## config.mk

```make
export PLATFORM = sky130hd
export DESIGN_NAME = lsxd_strip
export DESIGN_NICKNAME = d
export VERILOG_FILES = /design/src/lsxd_pkg.sv /design/src/lsxd_strip.sv
export SDC_FILE = /design/constraint.sdc
export NUM_CORES = 1
export LEC_CHECK = 0
export BUFFER_PORTS_ARGS = -buffer_cell sky130_fd_sc_hd__buf_2
export CORE_AREA = 4 4 104 106
export DETAILED_ROUTE_END_ITERATION = 16
export DIE_AREA = 0 0 108 110
export PLACE_DENSITY = 0.73
export SYNTH_ARGS = -nofsm -noshare
export SYNTH_HDL_FRONTEND = slang
export SYNTH_SLANG_ARGS = --single-unit
```

## constraint.sdc

```tcl
create_clock -name vclk -period 6.7
set_input_delay 0.335 -clock vclk [all_inputs]
set_output_delay 0.335 -clock vclk [all_outputs]
set_load 0.02 [all_outputs]
```

## src/lsxd_pkg.sv

```systemverilog
`default_nettype none
// ----------------------------------------------------------------------------
// lsxd_pkg
// Shared types, constants and helper functions of the low-res sprite XOR
// draw unit.
// ----------------------------------------------------------------------------
package lsxd_pkg;

  localparam int SCREEN_WIDTH_DEF  = 128;
  localparam int SCREEN_HEIGHT_DEF = 64;
  localparam int STRIP_W           = 32;
  localparam int SPRITE_W          = 8;
  localparam int WORD_W            = 16;
  localparam int POS_W             = 8;
  localparam int ROW_W             = 4;
  localparam int LINE_W            = 6;
  localparam int WSEL_W            = 3;
  localparam int TOP_W             = 8;
  localparam int MOD_W             = 14;
  localparam int WRAP_STEPS        = 5;

  typedef enum logic {
    FUNC_DRAW = 1'b0,
    FUNC_READ = 1'b1
  } func_e;

  typedef enum logic [3:0] {
    S_IDLE = 4'b0001,
    S_LOOK = 4'b0010,
    S_BOT  = 4'b0100,
    S_PUT  = 4'b1000
  } state_e;

  // widen each sprite bit to two pixels
  function automatic logic [2*SPRITE_W-1:0] widen_byte(input logic [SPRITE_W-1:0] b);
    logic [2*SPRITE_W-1:0] w;
    w = '0;
    for (int i = 0; i < SPRITE_W; i++) begin
      w[2*i]   = b[i];
      w[2*i+1] = b[i];
    end
    return w;
  endfunction

  // reduce v modulo m by restoring compare-subtract steps; exact only for v < 32*m
  function automatic logic [MOD_W-1:0] wrap_pos(input logic [MOD_W-1:0] v,
                                                input logic [MOD_W-1:0] m);
    logic [MOD_W-1:0] r;
    logic [MOD_W-1:0] t;
    r = v;
    for (int i = WRAP_STEPS - 1; i >= 0; i--) begin
      t = m << i;
      if (r >= t) begin
        r = r - t;
      end
    end
    return r;
  endfunction

endpackage
`default_nettype wire

```

## src/lsxd_strip.sv

```systemverilog
`default_nettype none
// ----------------------------------------------------------------------------
// lsxd_strip
// Builds the line-wide XOR mask of one widened sprite row and the copy
// window of its 32-pixel strip, clipped at the right edge.
// ----------------------------------------------------------------------------
module lsxd_strip import lsxd_pkg::*; #(
  parameter int ScreenWidth = SCREEN_WIDTH_DEF,
  localparam int XW = $clog2(ScreenWidth)
) (
  input  wire logic [XW-1:0]          x_i,
  input  wire logic [SPRITE_W-1:0]    sprite_byte_i,
  output logic      [ScreenWidth-1:0] set_mask_o,
  output logic      [ScreenWidth-1:0] copy_mask_o
);

  localparam int PW = ScreenWidth + STRIP_W;

  logic [STRIP_W-1:0] strip;
  logic [STRIP_W-1:0] strip_rev;
  logic [4:0]         sh;
  logic [XW-1:0]      sx;
  logic [PW-1:0]      set_full;
  logic [PW-1:0]      copy_full;

  always_comb begin
    sh = 5'd16 - {1'b0, x_i[3:0]};
    strip = {{(STRIP_W - 2*SPRITE_W){1'b0}}, widen_byte(sprite_byte_i)} << sh;
    for (int i = 0; i < STRIP_W; i++) begin
      strip_rev[i] = strip[STRIP_W-1-i];
    end
    sx        = {x_i[XW-1:4], 4'b0000};
    set_full  = {{ScreenWidth{1'b0}}, strip_rev} << sx;
    copy_full = {{ScreenWidth{1'b0}}, {STRIP_W{1'b1}}} << sx;
  end

  assign set_mask_o  = set_full[ScreenWidth-1:0];
  assign copy_mask_o = copy_full[ScreenWidth-1:0];

endmodule
`default_nettype wire

```

==> results.tsv, run 1 <==
stage	metric	value	unit
setup_path	CP max stage cell	xor2_4	
timing	Tmin final	4010	ps
floorplanning	core area	0.00977	mm2
layout	Antenna Diode Count	0	
route	drt initial violations	876	
timing	Setup TNS	0	ps
outcome	status	complete, no violations	
placed_design	Cells after DPL	822	
power	clock group share of total power	0	%
layout	post-layout util	43.6	%
yosys	Post-Synthesis Cells	569	
yosys	Cell variety after synth	71	
global_routing	initial antenna violation count	0	
timing	Worst Max-Slew Pin Slew	1000	ps
layout	clock buffer count	0	
timing	# setup viols final	0	
timing	final slew viol count	0	
clock_network	post-CTS setup buffer count	0	
power	VDD IR-drop max	0.0000608	V
setup_path	Worst setup SP type	input port	
timing	RSZ-0062 raised after global routing	no	
yosys	Post-Syn Area	0.00382	mm2
placed_design	Port Buf Inserts	271	
placed_design	Post-DP Area	0.00426	mm2
yosys	cell taking the most area after synthesis	buf_4	
timing	Hold Vio Cnt, Final	0	
global_routing	global-route wire length before repair	24.3	mm
route	vias per inst	6.02	
setup_path	Setup CP Type	input port to output port	
power	Pleak	2.28	nW
setup_path	WP data required	6360	ps
power	switching share of power	71.0	%
power	Comb pwr share	100.0	%
setup_path	critical path's top delay family	compound AO/OA/AOI/OAI gates	
power	switching power total	0.000354	W
layout	Filler Cell Count	1094	
timing	Relative slew margins	33.1	%
yosys	Mean Syn Cell Area	6.72	um2
setup_path	Critical Path Fanout Max	31	
power	Pwr per Cell Area	117	mW/mm2
power	Seq pwr share	0	%
clock_network	CTS Hold Bufs	0	
route	post-DR wirelength/cell	20.7	um
placed_design	Final GP Congestion	1.03	
timing	FMAX	249	MHz
global_routing	vias in the first global route	4040	
floorplanning	row cnt	36	
setup_path	CP Data Arrival Time	3680	ps
layout	Reg area	0	um2
timing	setup ws final	2690	ps
global_routing	GRT Overall Usage	25.7	%
floorplanning	Initial Utilization	39.1	%
layout	most common cell after layout, fill and taps aside	buf_2	
layout	nets@finish	709	
setup_path	Buf/Inv on CP	3	
floorplanning	die area	0.0119	mm2
layout	Area Growth Syn to Fin	11.4	%
power	internal power consumption	0.000145	W
worst_hold_path	HP Class	input port to output port	
layout	final instance area	0.00426	mm2
layout	most frequent cells in the layout	buf_2, nor2_1, nand2_1	
layout	fin cells	822	
route	first drt pass iteration count	6	
setup_path	critical path, cell by cell	buf_2 -> inv_1 -> ha_1 -> xor2_4 -> nand2_1 -> o21ai_0 -> nand2_1 -> o21ai_0 -> buf_2	
setup_path	slowest stage delay, CP	780	ps
placed_design	pre-CTS WS	2850	ps
placed_design	Final HPWL DP	13.4	mm
floorplanning	I/O pin total	271	
route	antenna viol nets, final	0	
route	via count	4948	
run	total of max-cap violations	0	
yosys	yosys warns	0	
timing	fin crit share	59.9	%
clock_network	Post-CTS Resized	0	
yosys	post-synthesis sequential area ratio	0	%
global_routing	total grt overflow	0	
yosys	Yosys top cell area share	24.5	%
setup_path	Setup crit end kind	output port	
floorplanning	Die X	108	um
layout	FF+latch count	0	
route	DRT Wirelength	17.0	mm
floorplanning	Die Span Y	110	um
layout	layout cell share with drive strength beyond 1	47.8	%
global_routing	largest net degree at the start of global routing	32	
route	DRC	0	
yosys	Synthesized Nets	587	
yosys	main area contributors after synthesis	buf_4, o22ai_1, nor2_1	
-- cell families (layout without fill, tap and decap cells) --
family	Yosys count	in the layout	share of synthesized area, %
and+or+nand+nor	185	185	22.7
AOI/OAI and AO/OA	170	170	32.2
buffers and inverters	167	287	30.3
muxes	42	42	12.7
adders and majority gates	3	3	0.981
xor gates and xnor gates	2	2	1.15
-- per-stage QoR --
| step | power, W | hold slack, ps |
|---|---|---|
| final | 0.000499 | 1260 |
| after global routing | 0.000522 | 1270 |
| after CTS | 0.000488 | 1240 |
| after detailed placement | 0.000487 | 1240 |
| after global placement | 0.000487 | 1240 |
| after floorplan | 0.000400 | 935 |
-- synthesized netlist by cell type (4+ instances only) --
cell type and number:
o21ai_1 8, o211ai_1 4, nand3_1 14, nand2_1 60, o22ai_1 40, mux2i_2 6
o21ai_0 18, buf_6 7, nand2b_1 4, mux2i_1 20, a211oi_1 5, a21oi_1 34
nor2b_1 7, buf_2 9, mux2_2 12, a211oi_2 4, nor2_1 63, buf_4 125
o32ai_1 16, inv_1 12, clkbuf_1 13, nor3_1 15, a31oi_1 4
-- area by class of cell --
cell class,count,area [um2],share of cell area (%)
Multi-Input combinational cell,402,2670,62.6
Timing Repair Buffer,274,1380,32.4
Tap cell,133,166,3.91
Inverter,13,48.8,1.15
-- final timing paths --
path	from	endpoint	cells past startpoint
setup / recovery	x_i[0]	set_mask_o[110]	9
hold / removal	x_i[6]	set_mask_o[38]	3
-- metal layers --
metal / share of wire, % / vias up / wire length (um) / track usage, %
met5: 0 / - / 0 / 0
met3: 13 / 72 / 2130 / 3.09
met1: 36 / 2255 / 6190 / 34.1
met2: 47 / 437 / 7950 / 44.4
met4: 4.4 / 0 / 742 / 6.40
li1: - / 2184 / - / -
-- power by group through the flow --
stage / clock network, W / registers [W] / logic, W
floorplan: 0 / 0 / 0.000400
global placement: 0 / 0 / 0.000487
detailed placement: 0 / 0 / 0.000487
CTS: 0 / 0 / 0.000488
global route: 0 / 0 / 0.000522
finish: 0 / 0 / 0.000499
Power figures use the tool's default switching activity.
==> inputs of run 2 (changes only) <==
--- a/config.mk
+++ b/config.mk
@@ -5,11 +5,12 @@
 export SDC_FILE = /design/constraint.sdc
 export NUM_CORES = 1
 export LEC_CHECK = 0
+export ABC_AREA = 1
 export BUFFER_PORTS_ARGS = -buffer_cell sky130_fd_sc_hd__buf_2
-export CORE_AREA = 4 4 104 106
+export CORE_AREA = 4 4 103 105
 export DETAILED_ROUTE_END_ITERATION = 16
-export DIE_AREA = 0 0 108 110
-export PLACE_DENSITY = 0.73
+export DIE_AREA = 0 0 107 109
+export PLACE_DENSITY = 0.71
 export SYNTH_ARGS = -nofsm -noshare
 export SYNTH_HDL_FRONTEND = slang
 export SYNTH_SLANG_ARGS = --single-unit
==> constraint.sdc (replaced) <==
create_clock -name vclk -period 3.55
set_input_delay 0.1775 -clock vclk [all_inputs]
set_output_delay 0.1775 -clock vclk [all_outputs]
set_load 0.02 [all_outputs]
==> run 2 against run 1 <==
  * Routed wire length fell by 15%
  * Core utilization fell by 4.6 points
  * Hold slack got worse by 450 ps
  * Die area down 1.8%
  * Sequential share of layout area unchanged
  * Critical path depth increased by 4
  * Count of clock-buffer cells in the layout unchanged
  * Cell area down 12%
  * Combinational power rose by 58%
  * Synthesized cell count increased by 12%
  * Critical endpoint is now set_mask_o[80]
  * Largest cell class unchanged
  * Largest power group unchanged
==> results.tsv, run 2 <==
stage	metric	value	unit	change
outcome	status	complete, no violations		
power	VDD IR-drop max	0.000155	V	+150%
route	post-DR wirelength/cell	16.3	um	-21%
timing	Setup TNS	0	ps	unchanged
worst_hold_path	Hold Path Origin	x_i[6]		
yosys	top cells by count, synth	nand2_1, buf_4, nor2_1		
route	routed wl met3	1.43	mm	-33%
power	Comb pwr share	100.0	%	about the same
yosys	Post-Synthesis Cells	635		+12%
layout	Area Growth Syn to Fin	14.5	%	
worst_hold_path	worst hold path cell count	3		unchanged
placed_design	Port Buf Inserts	271		unchanged
setup_path	Setup CP Type	input port to output port		
global_routing	largest net degree at the start of global routing	36		+13%
yosys	Synth Area in Adders	1.14	%	+0.16 points
timing	FMAX	333	MHz	
yosys	Synth Area in Simple Gates	48.0	%	+25 points
layout	most frequent cells in the layout	buf_2, nand2_1, nor2_1		
setup_path	Worst setup SP type	input port		
layout	most common cell after layout, fill and taps aside	buf_2		
floorplanning	core area	0.00964	mm2	-1.4%
timing	final slew viol count	0		unchanged
route	antenna viol nets, final	0		unchanged
run	total of max-cap violations	0		unchanged
route	DRT Wirelength	14.4	mm	-15%
power	Seq pwr share	0	%	unchanged
yosys	yosys warns	0		unchanged
worst_hold_path	HP Class	input port to output port		
route	first drt pass iteration count	5		-1
yosys	Yosys top cell area share	28.1	%	+3.6 points
power	Pwr per Cell Area	210	mW/mm2	+80%
worst_hold_path	hold path endpoint	set_mask_o[32]		
layout	Antenna Diode Count	0		unchanged
floorplanning	Die X	107	um	-0.93%
placed_design	Final GP Congestion	0.956		-7.1%
route	met1 wire length	5.96	mm	-3.7%
layout	post-layout util	39.0	%	-4.6 points
yosys	largest family of logic cells by synthesized area	simple AND/OR/NAND/NOR gates		
yosys	main area contributors after synthesis	buf_4, nand2_1, nor2_1		
layout	nets@finish	775		+9.3%
power	switching power total	0.000578	W	+63%
timing	RSZ-0062 raised after global routing	no		
setup_path	Critical Path Fanout Max	19		-39%
power	switching share of power	73.1	%	+2.1 points
floorplanning	Die Span Y	109	um	-0.91%
timing	Hold Vio Cnt, Final	0		unchanged
route	top layer in use	met4		
placed_design	Final HPWL DP	11.6	mm	-13%
route	drt initial violations	338		-61%
layout	FF+latch count	0		unchanged
global_routing	GRT Overall Usage	22.6	%	-3.1 points
route	vias per inst	4.90		-19%
timing	fin crit share	84.5	%	
setup_path	Setup crit end kind	output port		
power	clock group share of total power	0	%	unchanged
clock_network	post-CTS setup buffer count	0		unchanged
route	DRC	0		unchanged
route	via count	4352		-12%
global_routing	vias in the first global route	3816		-5.5%
timing	# setup viols final	0		unchanged
setup_path	CP Data Arrival Time	2820	ps	-860 ps
yosys	post-synthesis sequential area ratio	0	%	unchanged
timing	Relative slew margins	26.4	%	-6.7 points
yosys	Mean Syn Cell Area	5.17	um2	-23%
yosys	Compound-Gate Fraction of Synth Area	14.0	%	-18 points
power	internal power consumption	0.000212	W	+47%
yosys	cell taking the most area after synthesis	buf_4		
floorplanning	Initial Utilization	34.1	%	-5.1 points
layout	Reg area	0	um2	unchanged
yosys	Cell variety after synth	33		-54%
floorplanning	I/O pin total	271		unchanged
setup_path	WP data required	3370	ps	-2990 ps
yosys	XOR/XNOR share of the synthesized area	0	%	-1.1 points
timing	Worst Max-Slew Pin Slew	1090	ps	+93.1 ps
clock_network	CTS Hold Bufs	0		unchanged
layout	clock buffer count	0		unchanged
yosys	count leader, synth	nand2_1		
timing	Tmin final	3000	ps	
yosys	post-synthesis mux area share	0	%	-13 points
global_routing	total grt overflow	0		unchanged
route	met2 routed WL	6.86	mm	-14%
global_routing	global-route wire length before repair	21.1	mm	-13%
power	Pleak	2.40	nW	+5.4%
layout	layout cell share with drive strength beyond 1	41.6	%	-6.2 points
floorplanning	row cnt	36		unchanged
yosys	Post-Syn Area	0.00328	mm2	-14%
clock_network	Post-CTS Resized	0		unchanged
floorplanning	die area	0.0117	mm2	-1.8%
global_routing	initial antenna violation count	0		unchanged
yosys	Synthesized Nets	653		+11%
==> run 2: cell types whose count changed in the layout (fill, tap and decap cells not counted), moves of 8 or more <==
cell / change
mux2i_1: -20
o21ai_2: +8
nand4_1: +13
o21ai_1: +14
nand3_1: +49
mux2_2: -12
o22ai_1: -37
nand2_1: +107
nor3_1: -11
nor2_1: +35
o32ai_1: -15
==> run 2: metrics by stage <==
step           cells  hold slack [ps]  setup slack [ps]  cell area [um2]  total power [W]
3_3_place_gp     888              809               697             3760         0.000790
6_report         888              816               550             3760         0.000790
3_5_place_dp     888              817               639             3760         0.000792
2_1_floorplan    635              558               789             3280         0.000654
4_1_cts          888              814               629             3760         0.000794
5_1_grt          888              830               330             3760         0.000868
==> run 2: cell families after synthesis <==
logic type,after synthesis
adder cells (fa/ha/maj),3
AO/OA/AOI/OAI,81
AND/OR/NAND/NOR,366
buffers and inverters,185
==> run 2: power by group through the flow <==
stage | Combinational, W | Clock [W] | Sequential, W
finish | 0.000790 | 0 | 0
global route | 0.000868 | 0 | 0
CTS | 0.000794 | 0 | 0
detailed placement | 0.000792 | 0 | 0
global placement | 0.000790 | 0 | 0
floorplan | 0.000654 | 0 | 0
==> run 2: worst max-delay path: stages <==
cell	delay, ps
buf_2	220
inv_6	110
ha_1	630
inv_2	220
o21ai_0	330
nand2_1	120
o21ai_2	90
nand2_1	90
o21ai_2	100
nand2_1	70
o21a_1	260
nor2_1	190
buf_2	210
==> run 2: layout make-up <==
type | instances | area [um2]
well taps | 133 | 166
fillers | 1147 | 5880
inverters | 26 | 103
repair buffers | 279 | 1420
multi-input cells | 450 | 2070
==> run 2: how the worst max path moves through the flow <==
| stage | startpoint | endpoint | slack, ps | cells after the start |
|---|---|---|---|---|
| 5_1_grt | x_i[0] | set_mask_o[80] | 330 | 13 |
| 2_1_floorplan | x_i[4] | copy_mask_o[65] | 790 | 8 |
| 4_1_cts | x_i[0] | set_mask_o[80] | 630 | 13 |
| 3_5_place_dp | x_i[0] | set_mask_o[80] | 640 | 13 |
| 3_3_place_gp | x_i[0] | set_mask_o[80] | 700 | 13 |
| 6_report | x_i[0] | set_mask_o[80] | 550 | 13 |
==> run 2: per-layer routing <==
| layer | global-route usage, % | vias up |
|---|---|---|
| li1 | - | 2166 |
| met1 | 30.3 | 1917 |
| met2 | 39.1 | 254 |
| met3 | 3.55 | 15 |
| met4 | 3.38 | 0 |
| met5 | 0 | - |
==> inputs of run 3 (changes only) <==
==> constraint.sdc (replaced) <==
create_clock -name vclk -period 2.6
set_input_delay 0.13 -clock vclk [all_inputs]
set_output_delay 0.13 -clock vclk [all_outputs]
set_load 0.02 [all_outputs]
==> run 3 against run 2 <==
  * Die area did not move
  * Combinational power rose by 44%
  * Worst setup slack worse by 390 ps
  * Via count grew 1.4%
  * Power rose by 44%
  * Cell area grew 4.8%
  * Final cell count increased by 2.0%
  * Critical path depth increased by 1
  * First-iteration DRC count is 0.89% higher
  * Core utilization increased by 1.9 points
  * Routed wire length rose by 4.4%
  * Largest cell class unchanged
  * Largest power group unchanged
  * Highest routed layer unchanged
==> results.tsv, run 3 (synthesized netlist as in run 2, its figures left out) <==
stage	metric	value	unit	change
worst_hold_path	Hold Path Origin	x_i[5]		
setup_path	Worst Setup EP	set_mask_o[36]		
floorplanning	row cnt	36		unchanged
power	internal power consumption	0.000326	W	+53%
layout	Antenna Diode Count	0		unchanged
route	DRC	0		unchanged
floorplanning	Initial Utilization	34.1	%	unchanged
power	Comb pwr share	100.0	%	about the same
timing	Relative slew margins	36.7	%	+10 points
layout	layout cell share with drive strength beyond 1	43.1	%	+1.5 points
route	vias per inst	4.87		-0.61%
timing	# setup viols final	0		unchanged
setup_path	most used cell along the critical path	nand2_1		
timing	Worst Max-Slew Pin Slew	945	ps	-147 ps
floorplanning	die area	0.0117	mm2	unchanged
layout	nets@finish	793		+2.3%
placed_design	Final GP Congestion	0.960		+0.38%
setup_path	Buf/Inv on CP	4		unchanged
layout	final instance area	0.00394	mm2	+4.8%
power	Pleak	2.51	nW	+4.3%
clock_network	CTS Hold Bufs	0		unchanged
layout	most common cell after layout, fill and taps aside	buf_2		
global_routing	GRT Overall Usage	23.2	%	+0.55 points
route	antenna viol nets, final	0		unchanged
route	post-DR wirelength/cell	16.6	um	+2.3%
setup_path	CP Data Arrival Time	2310	ps	-510 ps
power	Pwr per Cell Area	289	mW/mm2	+37%
timing	RSZ-0062 raised after global routing	no		
route	first drt pass iteration count	5		unchanged
setup_path	worst setup path startpoint	x_i[0]		
layout	clock buffer count	0		unchanged
setup_path	Setup crit end kind	output port		
timing	Hold Vio Cnt, Final	0		unchanged
global_routing	initial antenna violation count	0		unchanged
floorplanning	Die Span Y	109	um	unchanged
setup_path	WP data required	2470	ps	-900 ps
floorplanning	I/O pin total	271		unchanged
power	Seq pwr share	0	%	unchanged
placed_design	Final HPWL DP	12.4	mm	+6.7%
timing	Tmin final	2440	ps	
layout	most frequent cells in the layout	buf_2, nand2_1, nor2_1		
power	clock group share of total power	0	%	unchanged
placed_design	Port Buf Inserts	271		unchanged
worst_hold_path	HP Class	input port to output port		
timing	setup ws final	161	ps	-389 ps
power	switching power total	0.000812	W	+41%
power	switching share of power	71.4	%	-1.8 points
placed_design	pre-CTS WS	144	ps	-496 ps
timing	FMAX	410	MHz	
placed_design	Post-DP Area	0.00393	mm2	+4.6%
timing	fin crit share	93.8	%	
timing	Setup TNS	0	ps	unchanged
setup_path	Worst setup SP type	input port		
layout	FF+latch count	0		unchanged
setup_path	Crit path depth	14		+1
layout	Area Growth Syn to Fin	20.0	%	
setup_path	slowest stage delay, CP	360	ps	-270 ps
global_routing	largest net degree at the start of global routing	58		+61%
floorplanning	core area	0.00964	mm2	unchanged
power	VDD IR-drop max	0.000210	V	+36%
setup_path	CP max stage cell	ha_1		
layout	Reg area	0	um2	unchanged
run	total of max-cap violations	0		unchanged
outcome	status	complete, no violations		
route	drt initial violations	341		+0.89%
global_routing	vias in the first global route	3943		+3.3%
global_routing	global-route wire length before repair	21.6	mm	+2.4%
route	DRT Wirelength	15.1	mm	+4.4%
setup_path	critical path's top delay family	compound AO/OA/AOI/OAI gates		
setup_path	Setup CP Type	input port to output port		
setup_path	Critical Path Fanout Max	10		-9
global_routing	total grt overflow	0		unchanged
floorplanning	Die X	107	um	unchanged
route	via count	4413		+1.4%
layout	post-layout util	40.9	%	+1.9 points
setup_path	critical path, cell by cell	clkbuf_4 -> inv_6 -> ha_1 -> buf_4 -> o21ai_1 -> nand2_1 -> o21ai_1 -> nand2_1 -> o21ai_1 -> nand2_1 -> nor2_1 -> nand2_1 -> a21oi_1 -> buf_2		
timing	final slew viol count	0		unchanged
-- run 3: cell type report --
type               count  area (um2)
fillers             1134        5700
inverters             26         105
multi-input cells    450        2080
well taps            133         166
repair buffers       297        1590
-- run 3: layer usage --
layer / GRT usage [%] / part of all wire [%] / vias up
met5: 0 / 0 / -
met4: 3.11 / 1.0 / 0
met3: 3.91 / 11 / 12
met2: 39.7 / 47 / 255
met1: 31.3 / 40 / 1938
li1: - / - / 2208
-- run 3: how the worst min path moves through the flow --
stage,end,cells past startpoint
after floorplan,copy_mask_o[80],1
after global placement,set_mask_o[44],4
after detailed placement,set_mask_o[44],4
after CTS,set_mask_o[44],4
after global routing,set_mask_o[44],4
final,set_mask_o[44],4
-- run 3: what timing repair did --
item	in CTS	in global routing
endpoints found under the setup margin	0	9
gates resized for setup	0	5
setup buffers	0	0
hold endpoints to repair	0	0
-- run 3: tightest hold or removal path: stages --
cell and delay [ps]:
buf_2 180, nand2_1 110, a21oi_1 60, buf_2 160
-- run 3: through the flow --
step | instances | total power, W | hold WS [ps]
finish | 906 | 0.00114 | 779
global route | 906 | 0.00123 | 808
CTS | 906 | 0.00113 | 768
detailed placement | 906 | 0.00113 | 766
global placement | 906 | 0.00113 | 765
floorplan | 635 | 0.000892 | 463
-- run 3: power by group through the flow --
stage               combinational [W]  sequential (W)  clock (W)
finish                        0.00114               0          0
CTS                           0.00113               0          0
global route                  0.00123               0          0
global placement              0.00113               0          0
floorplan                    0.000892               0          0
detailed placement            0.00113               0          0
